<file path="src/design/hrfd_pkg.sv">
package hrfd_pkg;

  // Field and register widths.
  localparam int BYTE_W = 8;
  localparam int CFG_W  = 24;
  localparam int STAT_W = 2;

  // Reset value of the NAL capacity register.
  localparam logic [CFG_W-1:0] MAX_NAL_RESET = 24'h100000;

  // NAL unit type of a fragmentation unit.
  localparam logic [5:0] FU_TYPE = 6'd49;

  // Start code plus rebuilt two-byte NAL header.
  localparam int HDR_BURST     = 6;
  localparam int HDR_NAL_BYTES = 6;

  // Bytes of the start code: the zero byte and the final byte.
  localparam logic [BYTE_W-1:0] START_CODE_ZERO = 8'h00;
  localparam logic [BYTE_W-1:0] START_CODE_ONE  = 8'h01;

  // Mask used to rebuild the NAL header from the FU indicator and FU header.
  localparam logic [BYTE_W-1:0] FU_IND_KEEP_MASK = 8'h81;

  // Position of the current byte inside its RTP payload.
  localparam logic [1:0] POS_HDR0    = 2'd0;
  localparam logic [1:0] POS_HDR1    = 2'd1;
  localparam logic [1:0] POS_FU_HDR  = 2'd2;
  localparam logic [1:0] POS_PAYLOAD = 2'd3;

  // Packet status codes.
  localparam logic [STAT_W-1:0] STATUS_OK       = 2'd0;
  localparam logic [STAT_W-1:0] STATUS_INVALID  = 2'd1;
  localparam logic [STAT_W-1:0] STATUS_OVERFLOW = 2'd2;

  // Depth of the burst queue between the parser and the output stage.
  localparam int QUEUE_DEPTH = 4;
  localparam int QPTR_W      = $clog2(QUEUE_DEPTH);

  // What one accepted input byte asks the output stage to send.
  typedef enum logic [1:0] {
    KIND_HDR,
    KIND_BYTE,
    KIND_STATUS
  } kind_t;

  typedef struct packed {
    kind_t               kind;
    logic [BYTE_W-1:0]   b0;
    logic [BYTE_W-1:0]   b1;
    logic                done;
    logic                complete;
    logic [STAT_W-1:0]   status;
  } desc_t;

  // Head of the burst queue as seen by the output stage.
  typedef struct packed {
    logic  valid;
    desc_t desc;
  } q_head_t;

endpackage

</file>
<file path="src/design/hrfd_intf.sv">
interface hrfd_in_if;
  logic                      valid;
  logic                      ready;
  logic [hrfd_pkg::BYTE_W-1:0] data_byte;
  logic                      packet_last;

  modport source(output valid, output data_byte, output packet_last, input ready);
  modport sink(input valid, input data_byte, input packet_last, output ready);
endinterface

interface hrfd_out_if;
  logic                        valid;
  logic                        ready;
  logic [hrfd_pkg::BYTE_W-1:0] out_byte;
  logic                        byte_valid;
  logic                        packet_done;
  logic                        nal_complete;
  logic [hrfd_pkg::STAT_W-1:0] status;
  logic                        last_of_run;

  modport source(output valid, output out_byte, output byte_valid, output packet_done,
                 output nal_complete, output status, output last_of_run, input ready);
  modport sink(input valid, input out_byte, input byte_valid, input packet_done,
               input nal_complete, input status, input last_of_run, output ready);
endinterface

</file>
<file path="src/design/hevc_rtp_fu_depacketizer.sv">
// HEVC RTP depacketizer for single NAL unit packets and type-49 fragmentation
// units, producing an Annex B byte stream. One payload byte is taken per cycle
// whenever the four-entry burst queue has room; the parser works in the same
// cycle as the input beat. Each byte turns into zero, one or six output beats:
// a payload byte gives one, a NAL start gives six (start code and two header
// bytes), and the output stage sends one beat per cycle while out_ready is
// high, so a steady payload stream runs at one byte per cycle. The final beat
// of every packet carries packet_done with status and NAL completion. The
// capacity register may be written only while the block is idle; no clearing
// pass runs after reset.
module hevc_rtp_fu_depacketizer #(
  parameter int LENGTH_BITS = 24
) (
  input  logic                       clk,
  input  logic                       rst_n,
  input  logic                       cfg_we,
  input  logic [hrfd_pkg::CFG_W-1:0] cfg_wdata,
  hrfd_in_if.sink                    in_bus,
  hrfd_out_if.source                 out_bus
);
  import hrfd_pkg::*;

  logic    accept;
  logic    push;
  desc_t   push_desc;
  logic    pop;
  logic    full;
  q_head_t head;

  assign in_bus.ready = !full;
  assign accept       = in_bus.valid && !full;

  // Header parsing, capacity tracking and burst descriptors.
  hrfd_parser #(
    .LENGTH_BITS(LENGTH_BITS)
  ) u_parser (
    .clk        (clk),
    .rst_n      (rst_n),
    .cfg_we     (cfg_we),
    .cfg_wdata  (cfg_wdata),
    .accept     (accept),
    .data_byte  (in_bus.data_byte),
    .packet_last(in_bus.packet_last),
    .push       (push),
    .push_desc  (push_desc)
  );

  // Burst queue.
  hrfd_queue u_queue (
    .clk      (clk),
    .rst_n    (rst_n),
    .push     (push),
    .push_desc(push_desc),
    .pop      (pop),
    .full     (full),
    .head     (head)
  );

  // Output register and burst expansion.
  hrfd_emitter u_emitter (
    .clk         (clk),
    .rst_n       (rst_n),
    .head        (head),
    .pop         (pop),
    .out_valid   (out_bus.valid),
    .out_ready   (out_bus.ready),
    .out_byte    (out_bus.out_byte),
    .byte_valid  (out_bus.byte_valid),
    .packet_done (out_bus.packet_done),
    .nal_complete(out_bus.nal_complete),
    .status      (out_bus.status),
    .last_of_run (out_bus.last_of_run)
  );

  // A packet's report always sits on the last beat of its burst.
  a_done_is_last: assert property (@(posedge clk) disable iff (!rst_n)
    out_bus.valid && out_bus.packet_done |-> out_bus.last_of_run)
    else $error("packet_done on a beat that does not end its burst");

  // A finished NAL is only reported with a clean status.
  a_complete_ok: assert property (@(posedge clk) disable iff (!rst_n)
    out_bus.valid && out_bus.nal_complete |-> out_bus.packet_done &&
    out_bus.status == STATUS_OK)
    else $error("nal_complete without packet_done and clean status");

  // A beat without a stream byte exists only to report a packet's end.
  a_empty_reports: assert property (@(posedge clk) disable iff (!rst_n)
    out_bus.valid && !out_bus.byte_valid |-> out_bus.packet_done && out_bus.out_byte == '0)
    else $error("empty beat that does not report a packet end");

  // A popped entry always leaves on a beat marked last of its run.
  a_pop_last: assert property (@(posedge clk) disable iff (!rst_n)
    pop |=> out_bus.valid && out_bus.last_of_run)
    else $error("queue entry retired without a final beat");

endmodule

</file>
<file path="src/design/hrfd_parser.sv">
module hrfd_parser #(
  parameter int LENGTH_BITS = 24
) (
  input  logic                        clk,
  input  logic                        rst_n,
  input  logic                        cfg_we,
  input  logic [hrfd_pkg::CFG_W-1:0]  cfg_wdata,
  input  logic                        accept,
  input  logic [hrfd_pkg::BYTE_W-1:0] data_byte,
  input  logic                        packet_last,
  output logic                        push,
  output hrfd_pkg::desc_t             push_desc
);
  import hrfd_pkg::*;

  // Width that holds both the capacity register and the length counter plus one.
  localparam int CW = ((LENGTH_BITS > CFG_W) ? LENGTH_BITS : CFG_W) + 1;

  logic [CFG_W-1:0]       max_nal_r;
  logic [1:0]             pos_r, pos_nxt;
  logic [BYTE_W-1:0]      fhb_r, fhb_nxt;
  logic [BYTE_W-1:0]      shb_r, shb_nxt;
  logic                   frag_r, frag_nxt;
  logic                   end_r, end_nxt;
  logic                   nip_r, nip_nxt;
  logic [LENGTH_BITS-1:0] len_r, len_nxt;
  logic [STAT_W-1:0]      err_r, err_nxt;

  logic [CW-1:0] lim;
  logic [CW-1:0] cfg_ext;
  logic [CW-1:0] cap;
  logic [CW-1:0] len_plus;
  logic          emit;

  // Effective capacity is the register clipped to what the length counter holds.
  assign lim      = {{(CW-LENGTH_BITS){1'b0}}, {LENGTH_BITS{1'b1}}};
  assign cfg_ext  = {{(CW-CFG_W){1'b0}}, max_nal_r};
  assign cap      = (cfg_ext < lim) ? cfg_ext : lim;
  assign len_plus = {{(CW-LENGTH_BITS){1'b0}}, len_r} + CW'(1);

  // Per-byte parsing: next state and the burst to send for this byte.
  always_comb begin
    pos_nxt  = pos_r;
    fhb_nxt  = fhb_r;
    shb_nxt  = shb_r;
    frag_nxt = frag_r;
    end_nxt  = end_r;
    nip_nxt  = nip_r;
    len_nxt  = len_r;
    err_nxt  = err_r;
    emit     = 1'b0;
    push_desc.kind     = KIND_STATUS;
    push_desc.b0       = data_byte;
    push_desc.b1       = shb_r;
    push_desc.done     = 1'b0;
    push_desc.complete = 1'b0;
    push_desc.status   = STATUS_OK;

    case (pos_r)
      POS_HDR0: begin
        fhb_nxt  = data_byte;
        frag_nxt = (data_byte[6:1] == FU_TYPE);
        end_nxt  = 1'b0;
        err_nxt  = packet_last ? STATUS_INVALID : STATUS_OK;
      end
      POS_HDR1: begin
        shb_nxt = data_byte;
        if (!frag_r) begin
          emit           = 1'b1;
          push_desc.kind = KIND_HDR;
          push_desc.b0   = fhb_r;
          push_desc.b1   = data_byte;
        end else if (packet_last) begin
          err_nxt = STATUS_INVALID;
        end
      end
      POS_FU_HDR: begin
        if (!frag_r) begin
          emit           = 1'b1;
          push_desc.kind = KIND_BYTE;
        end else begin
          end_nxt = data_byte[6];
          if (data_byte[7]) begin
            nip_nxt = 1'b0;
            if (cap < CW'(HDR_NAL_BYTES)) begin
              err_nxt = STATUS_OVERFLOW;
            end else begin
              emit           = 1'b1;
              push_desc.kind = KIND_HDR;
              push_desc.b0   = (fhb_r & FU_IND_KEEP_MASK) | {1'b0, data_byte[5:0], 1'b0};
              push_desc.b1   = shb_r;
              len_nxt        = LENGTH_BITS'(HDR_NAL_BYTES);
              nip_nxt        = 1'b1;
            end
          end else if (!nip_r) begin
            err_nxt = STATUS_INVALID;
          end
        end
      end
      POS_PAYLOAD: begin
        if (!frag_r) begin
          emit           = 1'b1;
          push_desc.kind = KIND_BYTE;
        end else if (err_r == STATUS_OK && nip_r) begin
          if (len_plus > cap) begin
            err_nxt = STATUS_OVERFLOW;
            nip_nxt = 1'b0;
          end else begin
            len_nxt        = len_plus[LENGTH_BITS-1:0];
            emit           = 1'b1;
            push_desc.kind = KIND_BYTE;
          end
        end
      end
      default: begin
      end
    endcase

    if (pos_r != POS_PAYLOAD) begin
      pos_nxt = pos_r + 2'd1;
    end

    // The last byte of a packet reports status and closes the packet.
    push_desc.done     = packet_last;
    push_desc.status   = err_nxt;
    push_desc.complete = (err_nxt == STATUS_OK) && (!frag_nxt || end_nxt);
    if (packet_last) begin
      if (frag_nxt && push_desc.complete) begin
        nip_nxt = 1'b0;
      end
      pos_nxt  = POS_HDR0;
      err_nxt  = STATUS_OK;
      frag_nxt = 1'b0;
      end_nxt  = 1'b0;
    end
  end

  assign push = accept && (emit || packet_last);

  // Capacity register.
  always_ff @(posedge clk) begin
    if (!rst_n) begin
      max_nal_r <= MAX_NAL_RESET;
    end else if (cfg_we) begin
      max_nal_r <= cfg_wdata;
    end
  end

  // Parser state advances on every accepted beat.
  always_ff @(posedge clk) begin
    if (!rst_n) begin
      pos_r  <= POS_HDR0;
      fhb_r  <= '0;
      shb_r  <= '0;
      frag_r <= 1'b0;
      end_r  <= 1'b0;
      nip_r  <= 1'b0;
      len_r  <= '0;
      err_r  <= STATUS_OK;
    end else if (accept) begin
      pos_r  <= pos_nxt;
      fhb_r  <= fhb_nxt;
      shb_r  <= shb_nxt;
      frag_r <= frag_nxt;
      end_r  <= end_nxt;
      nip_r  <= nip_nxt;
      len_r  <= len_nxt;
      err_r  <= err_nxt;
    end
  end

endmodule

</file>
<file path="src/design/hrfd_queue.sv">
module hrfd_queue (
  input  logic             clk,
  input  logic             rst_n,
  input  logic             push,
  input  hrfd_pkg::desc_t  push_desc,
  input  logic             pop,
  output logic             full,
  output hrfd_pkg::q_head_t head
);
  import hrfd_pkg::*;

  desc_t             mem_r [QUEUE_DEPTH];
  logic [QPTR_W-1:0] wr_ptr_r;
  logic [QPTR_W-1:0] rd_ptr_r;
  logic [QPTR_W:0]   count_r, count_nxt;

  assign full       = (count_r == (QPTR_W+1)'(QUEUE_DEPTH));
  assign head.valid = (count_r != '0);
  assign head.desc  = mem_r[rd_ptr_r];

  // Occupancy follows pushes and pops.
  always_comb begin
    count_nxt = count_r;
    if (push && !pop) begin
      count_nxt = count_r + (QPTR_W+1)'(1);
    end else if (pop && !push) begin
      count_nxt = count_r - (QPTR_W+1)'(1);
    end
  end

  // Entry storage.
  always_ff @(posedge clk) begin
    if (push) begin
      mem_r[wr_ptr_r] <= push_desc;
    end
  end

  // Pointers and count.
  always_ff @(posedge clk) begin
    if (!rst_n) begin
      wr_ptr_r <= '0;
      rd_ptr_r <= '0;
      count_r  <= '0;
    end else begin
      if (push) begin
        wr_ptr_r <= wr_ptr_r + QPTR_W'(1);
      end
      if (pop) begin
        rd_ptr_r <= rd_ptr_r + QPTR_W'(1);
      end
      count_r <= count_nxt;
    end
  end

endmodule

</file>
<file path="src/design/hrfd_emitter.sv">
module hrfd_emitter (
  input  logic                         clk,
  input  logic                         rst_n,
  input  hrfd_pkg::q_head_t            head,
  output logic                         pop,
  output logic                         out_valid,
  input  logic                         out_ready,
  output logic [hrfd_pkg::BYTE_W-1:0]  out_byte,
  output logic                         byte_valid,
  output logic                         packet_done,
  output logic                         nal_complete,
  output logic [hrfd_pkg::STAT_W-1:0]  status,
  output logic                         last_of_run
);
  import hrfd_pkg::*;

  logic [2:0]        idx_r, idx_nxt;
  logic              valid_r;
  logic [BYTE_W-1:0] byte_r, byte_nxt;
  logic              bvalid_r, bvalid_nxt;
  logic              done_r, done_nxt;
  logic              cmpl_r, cmpl_nxt;
  logic [STAT_W-1:0] stat_r, stat_nxt;
  logic              lor_r, lor_nxt;
  logic              load;
  logic              is_last;

  // The output register takes a new beat when empty or being drained.
  assign load = !valid_r || out_ready;
  assign pop  = load && head.valid && is_last;

  // Pick the result for the current position within the head entry's burst.
  always_comb begin
    is_last  = 1'b1;
    byte_nxt = head.desc.b0;
    case (head.desc.kind)
      KIND_HDR: begin
        is_last = (idx_r == 3'(HDR_BURST-1));
        case (idx_r)
          3'd0, 3'd1, 3'd2: byte_nxt = START_CODE_ZERO;
          3'd3:             byte_nxt = START_CODE_ONE;
          3'd4:             byte_nxt = head.desc.b0;
          default:          byte_nxt = head.desc.b1;
        endcase
      end
      KIND_BYTE: begin
        byte_nxt = head.desc.b0;
      end
      KIND_STATUS: begin
        byte_nxt = '0;
      end
      default: begin
        byte_nxt = '0;
      end
    endcase
    bvalid_nxt = (head.desc.kind != KIND_STATUS);
    done_nxt   = head.desc.done && is_last;
    cmpl_nxt   = head.desc.done && is_last && head.desc.complete;
    stat_nxt   = (head.desc.done && is_last) ? head.desc.status : STATUS_OK;
    lor_nxt    = is_last;
    idx_nxt    = is_last ? 3'd0 : idx_r + 3'd1;
  end

  // Burst position within the head entry.
  always_ff @(posedge clk) begin
    if (!rst_n) begin
      idx_r   <= '0;
      valid_r <= 1'b0;
    end else if (load) begin
      valid_r <= head.valid;
      if (head.valid) begin
        idx_r <= idx_nxt;
      end
    end
  end

  // Result payload register.
  always_ff @(posedge clk) begin
    if (load && head.valid) begin
      byte_r   <= byte_nxt;
      bvalid_r <= bvalid_nxt;
      done_r   <= done_nxt;
      cmpl_r   <= cmpl_nxt;
      stat_r   <= stat_nxt;
      lor_r    <= lor_nxt;
    end
  end

  assign out_valid    = valid_r;
  assign out_byte     = byte_r;
  assign byte_valid   = bvalid_r;
  assign packet_done  = done_r;
  assign nal_complete = cmpl_r;
  assign status       = stat_r;
  assign last_of_run  = lor_r;

endmodule
</file>
<file path="src/flat_wrapper.sv">
// flat-port wrapper written by rule: the top's interface ports become plain ports
module hevc_rtp_fu_depacketizer_flat import hrfd_pkg::*;
#(
  parameter int LENGTH_BITS = 24
)
  (clk, rst_n, cfg_we, cfg_wdata, in_bus_valid, in_bus_data_byte, in_bus_packet_last, in_bus_ready, out_bus_valid, out_bus_out_byte, out_bus_byte_valid, out_bus_packet_done, out_bus_nal_complete, out_bus_status, out_bus_last_of_run, out_bus_ready);
  hrfd_in_if in_bus_i ();
  hrfd_out_if out_bus_i ();
  input  logic clk;
  input  logic rst_n;
  input  logic cfg_we;
  input  logic [hrfd_pkg::CFG_W-1:0] cfg_wdata;
  input wire logic [$bits(in_bus_i.valid)-1:0] in_bus_valid;
  input wire logic [$bits(in_bus_i.data_byte)-1:0] in_bus_data_byte;
  input wire logic [$bits(in_bus_i.packet_last)-1:0] in_bus_packet_last;
  output wire logic [$bits(in_bus_i.ready)-1:0] in_bus_ready;
  output wire logic [$bits(out_bus_i.valid)-1:0] out_bus_valid;
  output wire logic [$bits(out_bus_i.out_byte)-1:0] out_bus_out_byte;
  output wire logic [$bits(out_bus_i.byte_valid)-1:0] out_bus_byte_valid;
  output wire logic [$bits(out_bus_i.packet_done)-1:0] out_bus_packet_done;
  output wire logic [$bits(out_bus_i.nal_complete)-1:0] out_bus_nal_complete;
  output wire logic [$bits(out_bus_i.status)-1:0] out_bus_status;
  output wire logic [$bits(out_bus_i.last_of_run)-1:0] out_bus_last_of_run;
  input wire logic [$bits(out_bus_i.ready)-1:0] out_bus_ready;
  assign in_bus_i.valid = in_bus_valid;
  assign in_bus_i.data_byte = in_bus_data_byte;
  assign in_bus_i.packet_last = in_bus_packet_last;
  assign in_bus_ready = in_bus_i.ready;
  assign out_bus_valid = out_bus_i.valid;
  assign out_bus_out_byte = out_bus_i.out_byte;
  assign out_bus_byte_valid = out_bus_i.byte_valid;
  assign out_bus_packet_done = out_bus_i.packet_done;
  assign out_bus_nal_complete = out_bus_i.nal_complete;
  assign out_bus_status = out_bus_i.status;
  assign out_bus_last_of_run = out_bus_i.last_of_run;
  assign out_bus_i.ready = out_bus_ready;
  hevc_rtp_fu_depacketizer #(.LENGTH_BITS(LENGTH_BITS)) u_core (.clk(clk), .rst_n(rst_n), .cfg_we(cfg_we), .cfg_wdata(cfg_wdata), .in_bus(in_bus_i), .out_bus(out_bus_i));
endmodule
</file>
<file path="config.mk">
export PLATFORM = sky130hd
export DESIGN_NAME = hevc_rtp_fu_depacketizer_flat
export DESIGN_NICKNAME = d
export VERILOG_FILES = /design/src/design/hrfd_pkg.sv /design/src/design/hrfd_intf.sv /design/src/design/hevc_rtp_fu_depacketizer.sv /design/src/design/hrfd_parser.sv /design/src/design/hrfd_queue.sv /design/src/design/hrfd_emitter.sv /design/src/flat_wrapper.sv
export SDC_FILE = /design/constraint.sdc
export NUM_CORES = 1
export LEC_CHECK = 0
export BUFFER_PORTS_ARGS = -buffer_cell sky130_fd_sc_hd__buf_2
export CORE_MARGIN = 3
export CORE_UTILIZATION = 30
export CTS_BUF_LIST = sky130_fd_sc_hd__clkbuf_8 sky130_fd_sc_hd__clkbuf_16
export DETAILED_ROUTE_END_ITERATION = 6
export SLEW_MARGIN = 20
export SYNTH_ARGS = -nofsm -noshare
export SYNTH_HDL_FRONTEND = slang
export SYNTH_HIERARCHICAL = 1
export SYNTH_SLANG_ARGS = --single-unit
</file>
<file path="constraint.sdc">
create_clock -name clk -period 5.15 [get_ports clk]
set_input_delay 0.7725 -clock clk [delete_from_list [all_inputs] [get_ports clk]]
set_output_delay 0.7725 -clock clk [all_outputs]
set_load 0.1 [all_outputs]
</file>
# Word-level counts from Yosys, hierarchy flattened
# Memories as Yosys holds them, arrays and structs flattened. A register that Yosys moved wholly into a read port is not among the register bits.
# Index checks and enable logic that the tools add are counted.
[totals]
reg_bits = 96
latch_bits = 0
mem_bits_rw = 88
input_bits = 38
wordCells = 148
memories = 1
mem_bits_ro = 0
output_inout_bits = 16
[op_classes]
n_mul = 0
bitwise_logic = 1
n_div = 0
n_mux = 63
n_addsub = 7
n_shift = 0
n_reduce_logical = 34
eq_ne = 19
order_cmp = 3
[mem_list]
columns = ["name", "depth", "word_bits", "read_ports", "rd_clocked_by_memory_dff", "write_ports", "line_no", "source"]
rows = [
  ["u_core.u_queue.mem_r", 4, 22, 1, 1, 1, "hrfd_queue.sv:12", "desc_t mem_r [QUEUE_DEPTH];"],
]
[ops]
columns = ["op", "count"]
rows = [
  ["two-way mux 24 bit", 7],
  ["two-way mux 18 bit", 3],
  ["one-hot mux 24 bit (2 select lines)", 1],
  ["two-way mux 2 bit", 18],
  ["one-hot mux 16 bit (2 select lines)", 1],
  ["adder 24 x 1 -> 25 bit, second input constant", 1],
  ["> comparator 25 x 24 -> 1 bit", 1],
  ["less-than comparator 24 bit, second input constant", 1],
  ["less-than comparator 24 x 3 -> 1 bit, second input constant", 1],
  ["one-hot mux 8 bit (3 select lines)", 1],
  ["two-way mux 1 bit", 22],
  ["two-way mux 16 bit", 1],
  ["!= test 2 bit, second input constant", 8],
  ["one-hot mux 8 bit (2 select lines)", 1],
  ["logical AND 1 bit", 11],
  ["== test 3 bit, second input constant", 3],
  ["two-way mux 3 bit", 3],
  ["logical NOT 2 bit", 4],
  ["bitwise OR 8 x 7 -> 8 bit", 1],
  ["one-hot mux 2 bit (4 select lines)", 1],
  ["AND reduction 2 bit", 4],
  ["AND reduction 8 bit", 1],
  ["adder 2 x 1 -> 2 bit, second input constant", 3],
  ["adder 3 x 1 -> 3 bit, second input constant", 2],
  ["other kinds (15)", 27],
]

# Logic depth before layout (Yosys ltp)
# Gate-level depths: netlist of run 1.
[depth]
depth_word = 13
mapped_depth = 21
depth_no_buf = 21

# By module
# The synthesis of run 1 kept the hierarchy.
[modules_own_cells]
columns = ["module", "cells_per_inst", "area_per_inst_um2", "seq_area_each_um2", "n_inst"]
rows = [
  ["hrfd_parser", 574, 4690.7, 1421.4, 1],
  ["hrfd_queue", 157, 3624.7, 2822.7, 1],
  ["hrfd_emitter", 87, 940.9, 500.5, 1],
  ["hevc_rtp_fu_depacketizer", 2, 10.0, 0.0, 1],
]

# Worst setup path before layout of run 1
# OpenSTA, ideal clock, no wires.
[synth_timing]
path_kind = "register -> register"
start = "register u_core.u_parser.len_r[2]"
end = "register u_core.u_queue.count_r[2]"
n_path_buf = 1
t_required_ps = 5074
setup_ps = 76
period_less_slack_ps = 5081
slack_ps = 69
arrival_ps = 5006
path_stages_with_launch = 22
path_cell_list = "dfxtp_1 -> and4_1 -> and3_2 -> buf_2 -> nand3_1 -> nor2_2 -> nand3_1 -> xnor2_1 -> ha_1 -> nand3_2 -> nor4_4 -> nand3_2 -> a21boi_1 -> a31o_1 -> or3_4 -> a211oi_1 -> ha_1 -> inv_1 -> fa_1 -> xor2_1 -> or3_1 -> a21boi_0"
[synth_via]
elab_chain_cells = 11
word_cells_on_any_way = 13
classes_between = "1 x add/sub; 1 x order compare; 5 x mux; 6 x reduce/logical"
[synth_rtl]
columns = ["item", "line_no", "source"]
rows = [
  ["start, declared", "hrfd_parser.sv:26", "logic [LENGTH_BITS-1:0] len_r, len_nxt;"],
  ["start signal, assigned", "hrfd_parser.sv:167", "len_r <= len_nxt;"],
  ["adder 24 x 1 -> 25 bit *", "hrfd_parser.sv:39", "assign len_plus = {{(CW-LENGTH_BITS){1'b0}}, len_r} + CW'(1);"],
  ["> comparator 25 x 24 -> 1 bit *", "hrfd_parser.sv:105", "if (len_plus > cap) begin"],
  ["two-way mux 1 bit *", "hrfd_parser.sv:105", ""],
  ["two-way mux 1 bit *", "hrfd_parser.sv:104", "end else if (err_r == STATUS_OK && nip_r) begin"],
  ["two-way mux 1 bit *", "hrfd_parser.sv:101", "if (!frag_r) begin"],
  ["one-hot mux 1 bit (3 select lines) *", "hrfd_parser.sv:59", "case (pos_r)"],
  ["logical OR 1 bit *", "hrfd_parser.sv:138", "assign push = accept && (emit || packet_last);"],
  ["logical AND 1 bit *", "hrfd_parser.sv:138", ""],
  ["via u_core.push", "hevc_rtp_fu_depacketizer.sv:24", "logic push;"],
  ["logical NOT 1 bit", "hrfd_queue.sv:26", "end else if (pop && !push) begin"],
  ["logical AND 1 bit", "hrfd_queue.sv:26", ""],
  ["nonzero test 2 bit (no line)", "--", ""],
  ["end signal, assigned", "hrfd_queue.sv:51", "count_r <= count_nxt;"],
  ["end, declared", "hrfd_queue.sv:15", "logic [QPTR_W:0] count_r, count_nxt;"],
]
# The timed path passes the listed nets; every way through them passes the cells marked *.
# A chain may end at the register's enable or synchronous reset.

# Worst setup path in the final report of run 1
[layout_timing]
start = "register u_core.u_parser.len_r[4]"
end = "register u_core.u_queue.count_r[2]"
# Same word-level chain as after synthesis.

==> results_dict.tcl, run 1 <==
set metrics [dict create \
    status "finished, final reports clean" \
    fp.coreArea_sq_um 30000 \
    fmax_mhz 207 \
    start_util_pct 30.9 \
    cts_hold_buf 0 \
    finalHoldWorstSlack_ps 459 \
    path_clk_slew_ps 80 \
    cp-start-kind "register" \
    fin_util_pct 35.2 \
    drv_slew 0 \
    min_path_type "reg -> reg" \
    rows 63 \
    routabilityCongestion 0.826 \
    synth_nets 898 \
    use_met2_pct 19.7 \
    ant_nets 0 \
    crit_fanout 4 \
    drt_iter0_drc 692 \
    chipHeight_um 182 \
    cts_sinks 186 \
    synth_adder_area_share_pct 5.48 \
    power_density_nw_per_um2 405 \
    first_global_vias 6194 \
    cts_tree "yes" \
    synth.mux.area_fraction_pct 8.86 \
    p_leak_nw 3.88 \
    setup_slack_ps 320 \
    gr-usage-met3_pct 2.82 \
    yosysSeqAreaShare_pct 51.2 \
    ys_async_sr_fraction_pct 0 \
    top_usage_layer "met2" \
    vias_per_cell 5.14 \
    avgSynthCellArea_sq_um 11.3 \
    grt_max_degree 40 \
    use_met1_pct 17.1 \
    dr.pass1.iters 5 \
    drcViolationCount 0 \
    n_antenna_cell 0 \
    synth_area_sq_um 9270 \
    synthXorXnorAreaFrac_pct 2.55 \
    drive_gt1_share_pct 20.3 \
    io_pins 54 \
    syn_to_final_growth_pct 14.2 \
    grt-ovfl-total 0 \
    fin_skew_ps 13.9 \
    synth_compound_area_share_pct 13.7 \
    clk_latency_ps 440 \
    synth_top_family_by_area "simple AND/OR/NAND/NOR gates" \
    setup.worst_path.class "reg -> reg" \
    vias 6512 \
    routedWlPerCell_um 16.0 \
    port_buffers 53 \
    arrival_ps 5200 \
    synth_edf_count 102 \
    irDropWorstVdd_v 0.000252 \
    synthFlopType "edfxtp_1" \
    cp-end-kind "register" \
    antenna_found_initial 1 \
    tns_ps 0 \
    tightestPinTransition_ps 943 \
    dp_slack_ps 31.0 \
    synth.distinct_cells 76 \
    hpwl_um 14000 \
    critPathRequiredTime_ps 5520 \
    clock_path_buffers 2 \
    clockRootBuffer "clkbuf_16" \
    routed_wl_um 20300 \
    synth_seq_cells 186 \
    die_area_sq_um 33000 \
    cap_violations 0 \
    ys_warn_count 6 \
    hold_viol_final 0 \
    period_share_pct 93.8 \
    grt_first_pass_wirelength_um 33400 \
    cts_max_level 4 \
    relSlewSlack_pct 37.1 \
    fin_crit_ps 4830 \
    netlist_instances 820 \
    track_usage_pct 12.3 \
    finalSetupViolations 0 \
    die_w_um 182 \
    cts_made_buffers 17 \
    yosys.area_share.simple_pct 14.2 \
    nets 943 \
]
==> cells in the final DEF (no fill, tap or decap), types with 24 or more instances in the layout <==
master	n
mux2i_1	25
inv_1	38
dfxtp_1	80
nor2_1	50
nand2_1	63
buf_2	53
ha_1	38
o21ai_0	29
a22o_1	24
a21oi_1	44
edfxtp_1	102
nand3_1	32
==> area by class of cell <==
cell class,instances,area [sq um]
clock inverter,14,128
multi-input combinational,548,4210
sequential,186,4750
inverter,40,150
fill,2981,19500
tap,390,488
timing repair buffer,72,408
clock buffer,18,450
==> what timing repair did <==
item | CTS | global route
resized for setup | 1 | 16
setup endpoints to repair | 1 | 90
buffers inserted | 0 | 2
pin swaps | 0 | 5
==> cell families (layout without fill, tap and decap cells) <==
family                   count (synthesis)  in the layout
AO/OA/AOI/OAI                          178            178
XOR/XNOR                                27             27
adder cells (fa/ha/maj)                 40             40
buffers and inverters                   86            144
flip-flops                             186            186
multiplexers                            53             53
AND/OR/NAND/NOR                        250            250
==> registers in the layout (all words and copies together) (netlist names), 2 cells and up, named ones only <==
signal                     cells
u_core/u_queue/mem_r          88
u_core/u_parser/len_r         24
u_core/u_parser/max_nal_r     24
u_core/u_emitter/out_byte      8
u_core/u_parser/fhb_r          8
u_core/u_parser/shb_r          8
u_core/u_emitter/idx_r         3
u_core/u_queue/count_r         3
u_core/u_emitter/status        2
u_core/u_parser/err_r          2
u_core/u_parser/pos_r          2
u_core/u_queue/rd_ptr_r        2
u_core/u_queue/wr_ptr_r        2
==> cell usage after synthesis (all sizes together) (4+ instances only) <==
master | count | area [sq um]
a211oi | 7 | 62.6
a21boi | 4 | 30.0
a21o | 4 | 31.3
a21oi | 44 | 220
a22o | 24 | 210
a22oi | 5 | 37.5
a31oi | 7 | 43.8
a32o | 16 | 173
and2 | 14 | 88.8
and3 | 8 | 51.3
buf | 13 | 96.3
clkbuf | 33 | 124
dfxtp | 84 | 1680
edfxtp | 102 | 3060
ha | 39 | 488
inv | 40 | 150
mux2 | 6 | 67.6
mux2i | 25 | 250
mux4 | 22 | 503
nand2 | 65 | 246
nand2b | 6 | 37.5
nand3 | 35 | 190
nand4 | 12 | 81.3
nor2 | 55 | 219
nor2b | 15 | 93.8
nor3 | 9 | 45.0
nor3b | 4 | 30.0
nor4 | 12 | 96.3
o2111ai | 5 | 43.8
o211ai | 8 | 60.1
o21ai | 32 | 171
or3 | 7 | 48.8
xnor2 | 18 | 158
xor2 | 9 | 78.8
==> critical path, cell delays in order (launching register included) <==
cell and delay (ps):
dfxtp_1 380, and4_2 280, nand4_2 160, buf_4 190
nor2_1 190, nand3_1 170, xnor2_1 160, ha_1 310
nand4_1 150, nor4_4 340, nand3_2 120, a21boi_1 170
a31o_1 250, or3_4 420, a211oi_4 230, ha_2 220
inv_1 50, fa_1 370, xor2_1 160, or3_1 310
a21boi_1 140
==> stage by stage <==
step	power, mW	std cells	area [sq um]
floorplan	2.80	820	9270
finish	4.29	1268	10600
detailed placement	3.04	1234	9930
global route	4.48	1268	10600
global placement	3.02	1234	9930
CTS	4.32	1266	10500
==> where the power goes <==
part	total [mW]	internal, mW	switching (mW)
registers	1.80	1.73	0.0677
clock network	1.29	0.668	0.618
logic	1.20	0.325	0.874
==> path summary, 6_finish.rpt <==
check / from / to / slack [ps] / cells after the start
setup / recovery: u_core/u_parser/len_r[4] / u_core/u_queue/count_r[2] / 320 / 20
hold reg to reg: u_core/u_parser/fhb_r[6] / u_core/u_parser/fhb_r[6] / 460 / 2
hold / removal: u_core/u_parser/fhb_r[6] / u_core/u_parser/fhb_r[6] / 460 / 2
setup reg to reg: u_core/u_parser/len_r[4] / u_core/u_queue/count_r[2] / 320 / 20
==> layer usage <==
metal,share of wire [%],wire length [um]
met1,49,9920
met2,46,9340
met3,3.9,791
met4,1.0,210
met5,0.099,20
(Power assumes the default switching activity.)
==> run 2, diff against run 1 <==
CORE_MARGIN = 2   (was 3)
SETUP_SLACK_MARGIN = 0.5   (was unset)
==> run 2 against run 1 <==
Core utilization increased by 0.98 points; final area is 4.4% higher; critical path depth did not move.
==> results_dict.tcl, run 2 (synthesized netlist as in run 1, its figures left out) <==
set metrics [dict create \
    routedWlPerCell_um 15.9 \
    die_w_um 180 \
    chipHeight_um 180 \
    drv_slew 0 \
    crit_buf_inv 1 \
    vias 6519 \
    ant_nets 0 \
    crit_family "simple AND/OR/NAND/NOR gates" \
    track_usage_pct 12.7 \
    crit_chain "and4_4, and2_2, and3_4, and3_4, nand3_2, xnor2_2, ha_4, nand4_1, nor4_4, nand3_2, a21boi_4, a31o_1, or3_4, a211oi_4, ha_2, inv_1, fa_2, xor2_1, or3_1, a21boi_1" \
    clock_path_buffers 2 \
    first_global_vias 6310 \
    cts_hold_buf 0 \
    p_leak_nw 4.11 \
    min_path_type "reg -> reg" \
    grt_first_pass_wirelength_um 33400 \
    worstSetupStartpoint "u_core/u_parser/len_r[2]" \
    dp_cells 1239 \
    largest-register "u_core/u_queue/mem_r" \
    crit_fanout 5 \
    crit_end "u_core/u_queue/count_r[2]" \
    cap_violations 0 \
    io_pins 54 \
    slowest_stage "dfxtp_4" \
    swShare_pct 36.2 \
    fmax_mhz 213 \
    dr.pass1.iters 5 \
    rr_endpoint "u_core/u_queue/count_r[2]" \
    tightestPinTransition_ps 926 \
    period_share_pct 91.0 \
    cp-end-kind "register" \
    hpwl_um 13700 \
    rows 64 \
    rsz0062_at_grt "true" \
    irDropWorstVdd_v 0.000251 \
    status "finished, final reports clean" \
    die_area_sq_um 32300 \
    cts_made_buffers 17 \
    cts_tree "yes" \
    cts_sinks 186 \
    relSlewSlack_pct 38.3 \
    drive_gt1_share_pct 25.4 \
    tns_ps 0 \
    layout_commonest_cell "edfxtp_1" \
    grt_max_degree 41 \
    hold_viol_final 0 \
    cts_max_level 4 \
    drcViolationCount 0 \
    setup.worst_path.class "reg -> reg" \
    drt_iter0_drc 595 \
    routed_wl_um 20700 \
    arrival_ps 5050 \
    reg2reg_depth 20 \
    vias_per_cell 5.01 \
    fin_skew_ps 12.4 \
    internal_power_mw 2.79 \
    clkPwrFrac_pct 31.1 \
    syn_to_final_growth_pct 19.2 \
    antenna_found_initial 1 \
    port_buffers 53 \
    cp-start-kind "register" \
    start_util_pct 30.4 \
    finalHoldWorstSlack_ps 460 \
    p_comb_share_pct 27.8 \
    worst-path-stages 20 \
    fin_crit_ps 4690 \
    fp.coreArea_sq_um 30500 \
    clockRootBuffer "clkbuf_16" \
    critPathRequiredTime_ps 5520 \
    top_regs "u_core/u_queue/mem_r (88), u_core/u_parser/len_r (24), u_core/u_parser/max_nal_r (24)" \
    regToRegSetupSlack_ps 460 \
    final_cell_count_no_fill 1301 \
    power_density_nw_per_um2 396 \
    final_cell_mix "102 x edfxtp_1, 76 x dfxtp_1, 61 x nand2_1" \
    routabilityCongestion 0.824 \
    clk_latency_ps 430 \
    p_sw_mw 1.58 \
    nets 969 \
    largest_reg_flops 88 \
    path_clk_slew_ps 80 \
    finalSetupViolations 0 \
    cpPeakStageDelay_ps 380 \
    p_seq_share_pct 41.0 \
    grt-ovfl-total 0 \
    r2r-start "u_core/u_parser/len_r[2]" \
]
==> run 2: final cells by class <==
cell class / instances / area, sq um
Inverter: 40 / 150
Clock buffer: 18 / 450
Clock inverter: 14 / 171
Fill cell: 2990 / 19500
Sequential cell: 186 / 4770
Timing Repair Buffer: 98 / 607
Multi-Input combinational cell: 548 / 4400
Antenna cell: 1 / 2.50
Tap cell: 396 / 495
==> run 2: metrics by stage <==
| stage | cell area, sq um | power (mW) | util (%) | setup slack [ps] |
|---|---|---|---|---|
| after floorplan | 9310 | 2.81 | - | 517 |
| after global placement | 9970 | 3.03 | 32.7 | 332 |
| after detailed placement | 9970 | 3.04 | 32.7 | 104 |
| after CTS | 10800 | 4.40 | 35.4 | 501 |
| after global routing | 11000 | 4.57 | 36.2 | 317 |
| final | 11000 | 4.38 | 36.2 | 465 |
==> run 2: power groups by stage <==
stage | Sequential [mW] | Combinational [mW] | Clock (mW)
after floorplan | 2.26 | 0.549 | 0
after global placement | 1.83 | 1.20 | 0
after detailed placement | 1.84 | 1.21 | 0
after CTS | 1.80 | 1.21 | 1.39
after global routing | 1.82 | 1.30 | 1.45
final | 1.80 | 1.22 | 1.36
==> run 2: worst register-to-register path, stage by stage (launching register included) <==
cell      delay [ps]
dfxtp_4          380
and4_4           260
and2_2           160
and3_4           200
and3_4           200
nand3_2           90
xnor2_2          170
ha_4             290
nand4_1          130
nor4_4           360
nand3_2          140
a21boi_4         170
a31o_1           230
or3_4            380
a211oi_4         230
ha_2             230
inv_1             50
fa_2             330
xor2_1           150
or3_1            310
a21boi_1         160
==> run 2: timing repair <==
action,CTS,global route
setup buffers,19,10
gates resized for setup,23,26
setup endpoints to repair,26,9
pin swaps,14,13
==> run 2: worst min-delay path by stage <==
stage	startpoint	depth (start not counted)	slack, ps	end
finish	u_core/u_parser/fhb_r[1]	2	460	u_core/u_parser/fhb_r[1]
global route	u_core/u_parser/fhb_r[4]	2	490	u_core/u_parser/fhb_r[4]
detailed placement	u_core/u_parser/fhb_r[6]	2	450	u_core/u_parser/fhb_r[6]
CTS	u_core/u_parser/fhb_r[6]	2	460	u_core/u_parser/fhb_r[6]
global placement	u_core/u_parser/fhb_r[6]	2	450	u_core/u_parser/fhb_r[6]
floorplan	u_core/u_parser/fhb_r[1]	2	440	u_core/u_parser/fhb_r[1]
==> run 2: layer usage <==
| layer | GRT usage (%) | routed length [um] | up-vias |
|---|---|---|---|
| met3 | 3.04 | 817 | 19 |
| met2 | 20.7 | 9760 | 119 |
| met1 | 17.1 | 9930 | 3168 |
| met4 | 3.15 | 236 | 0 |
| li1 | - | - | 3213 |
| met5 | 0 | 0 | - |
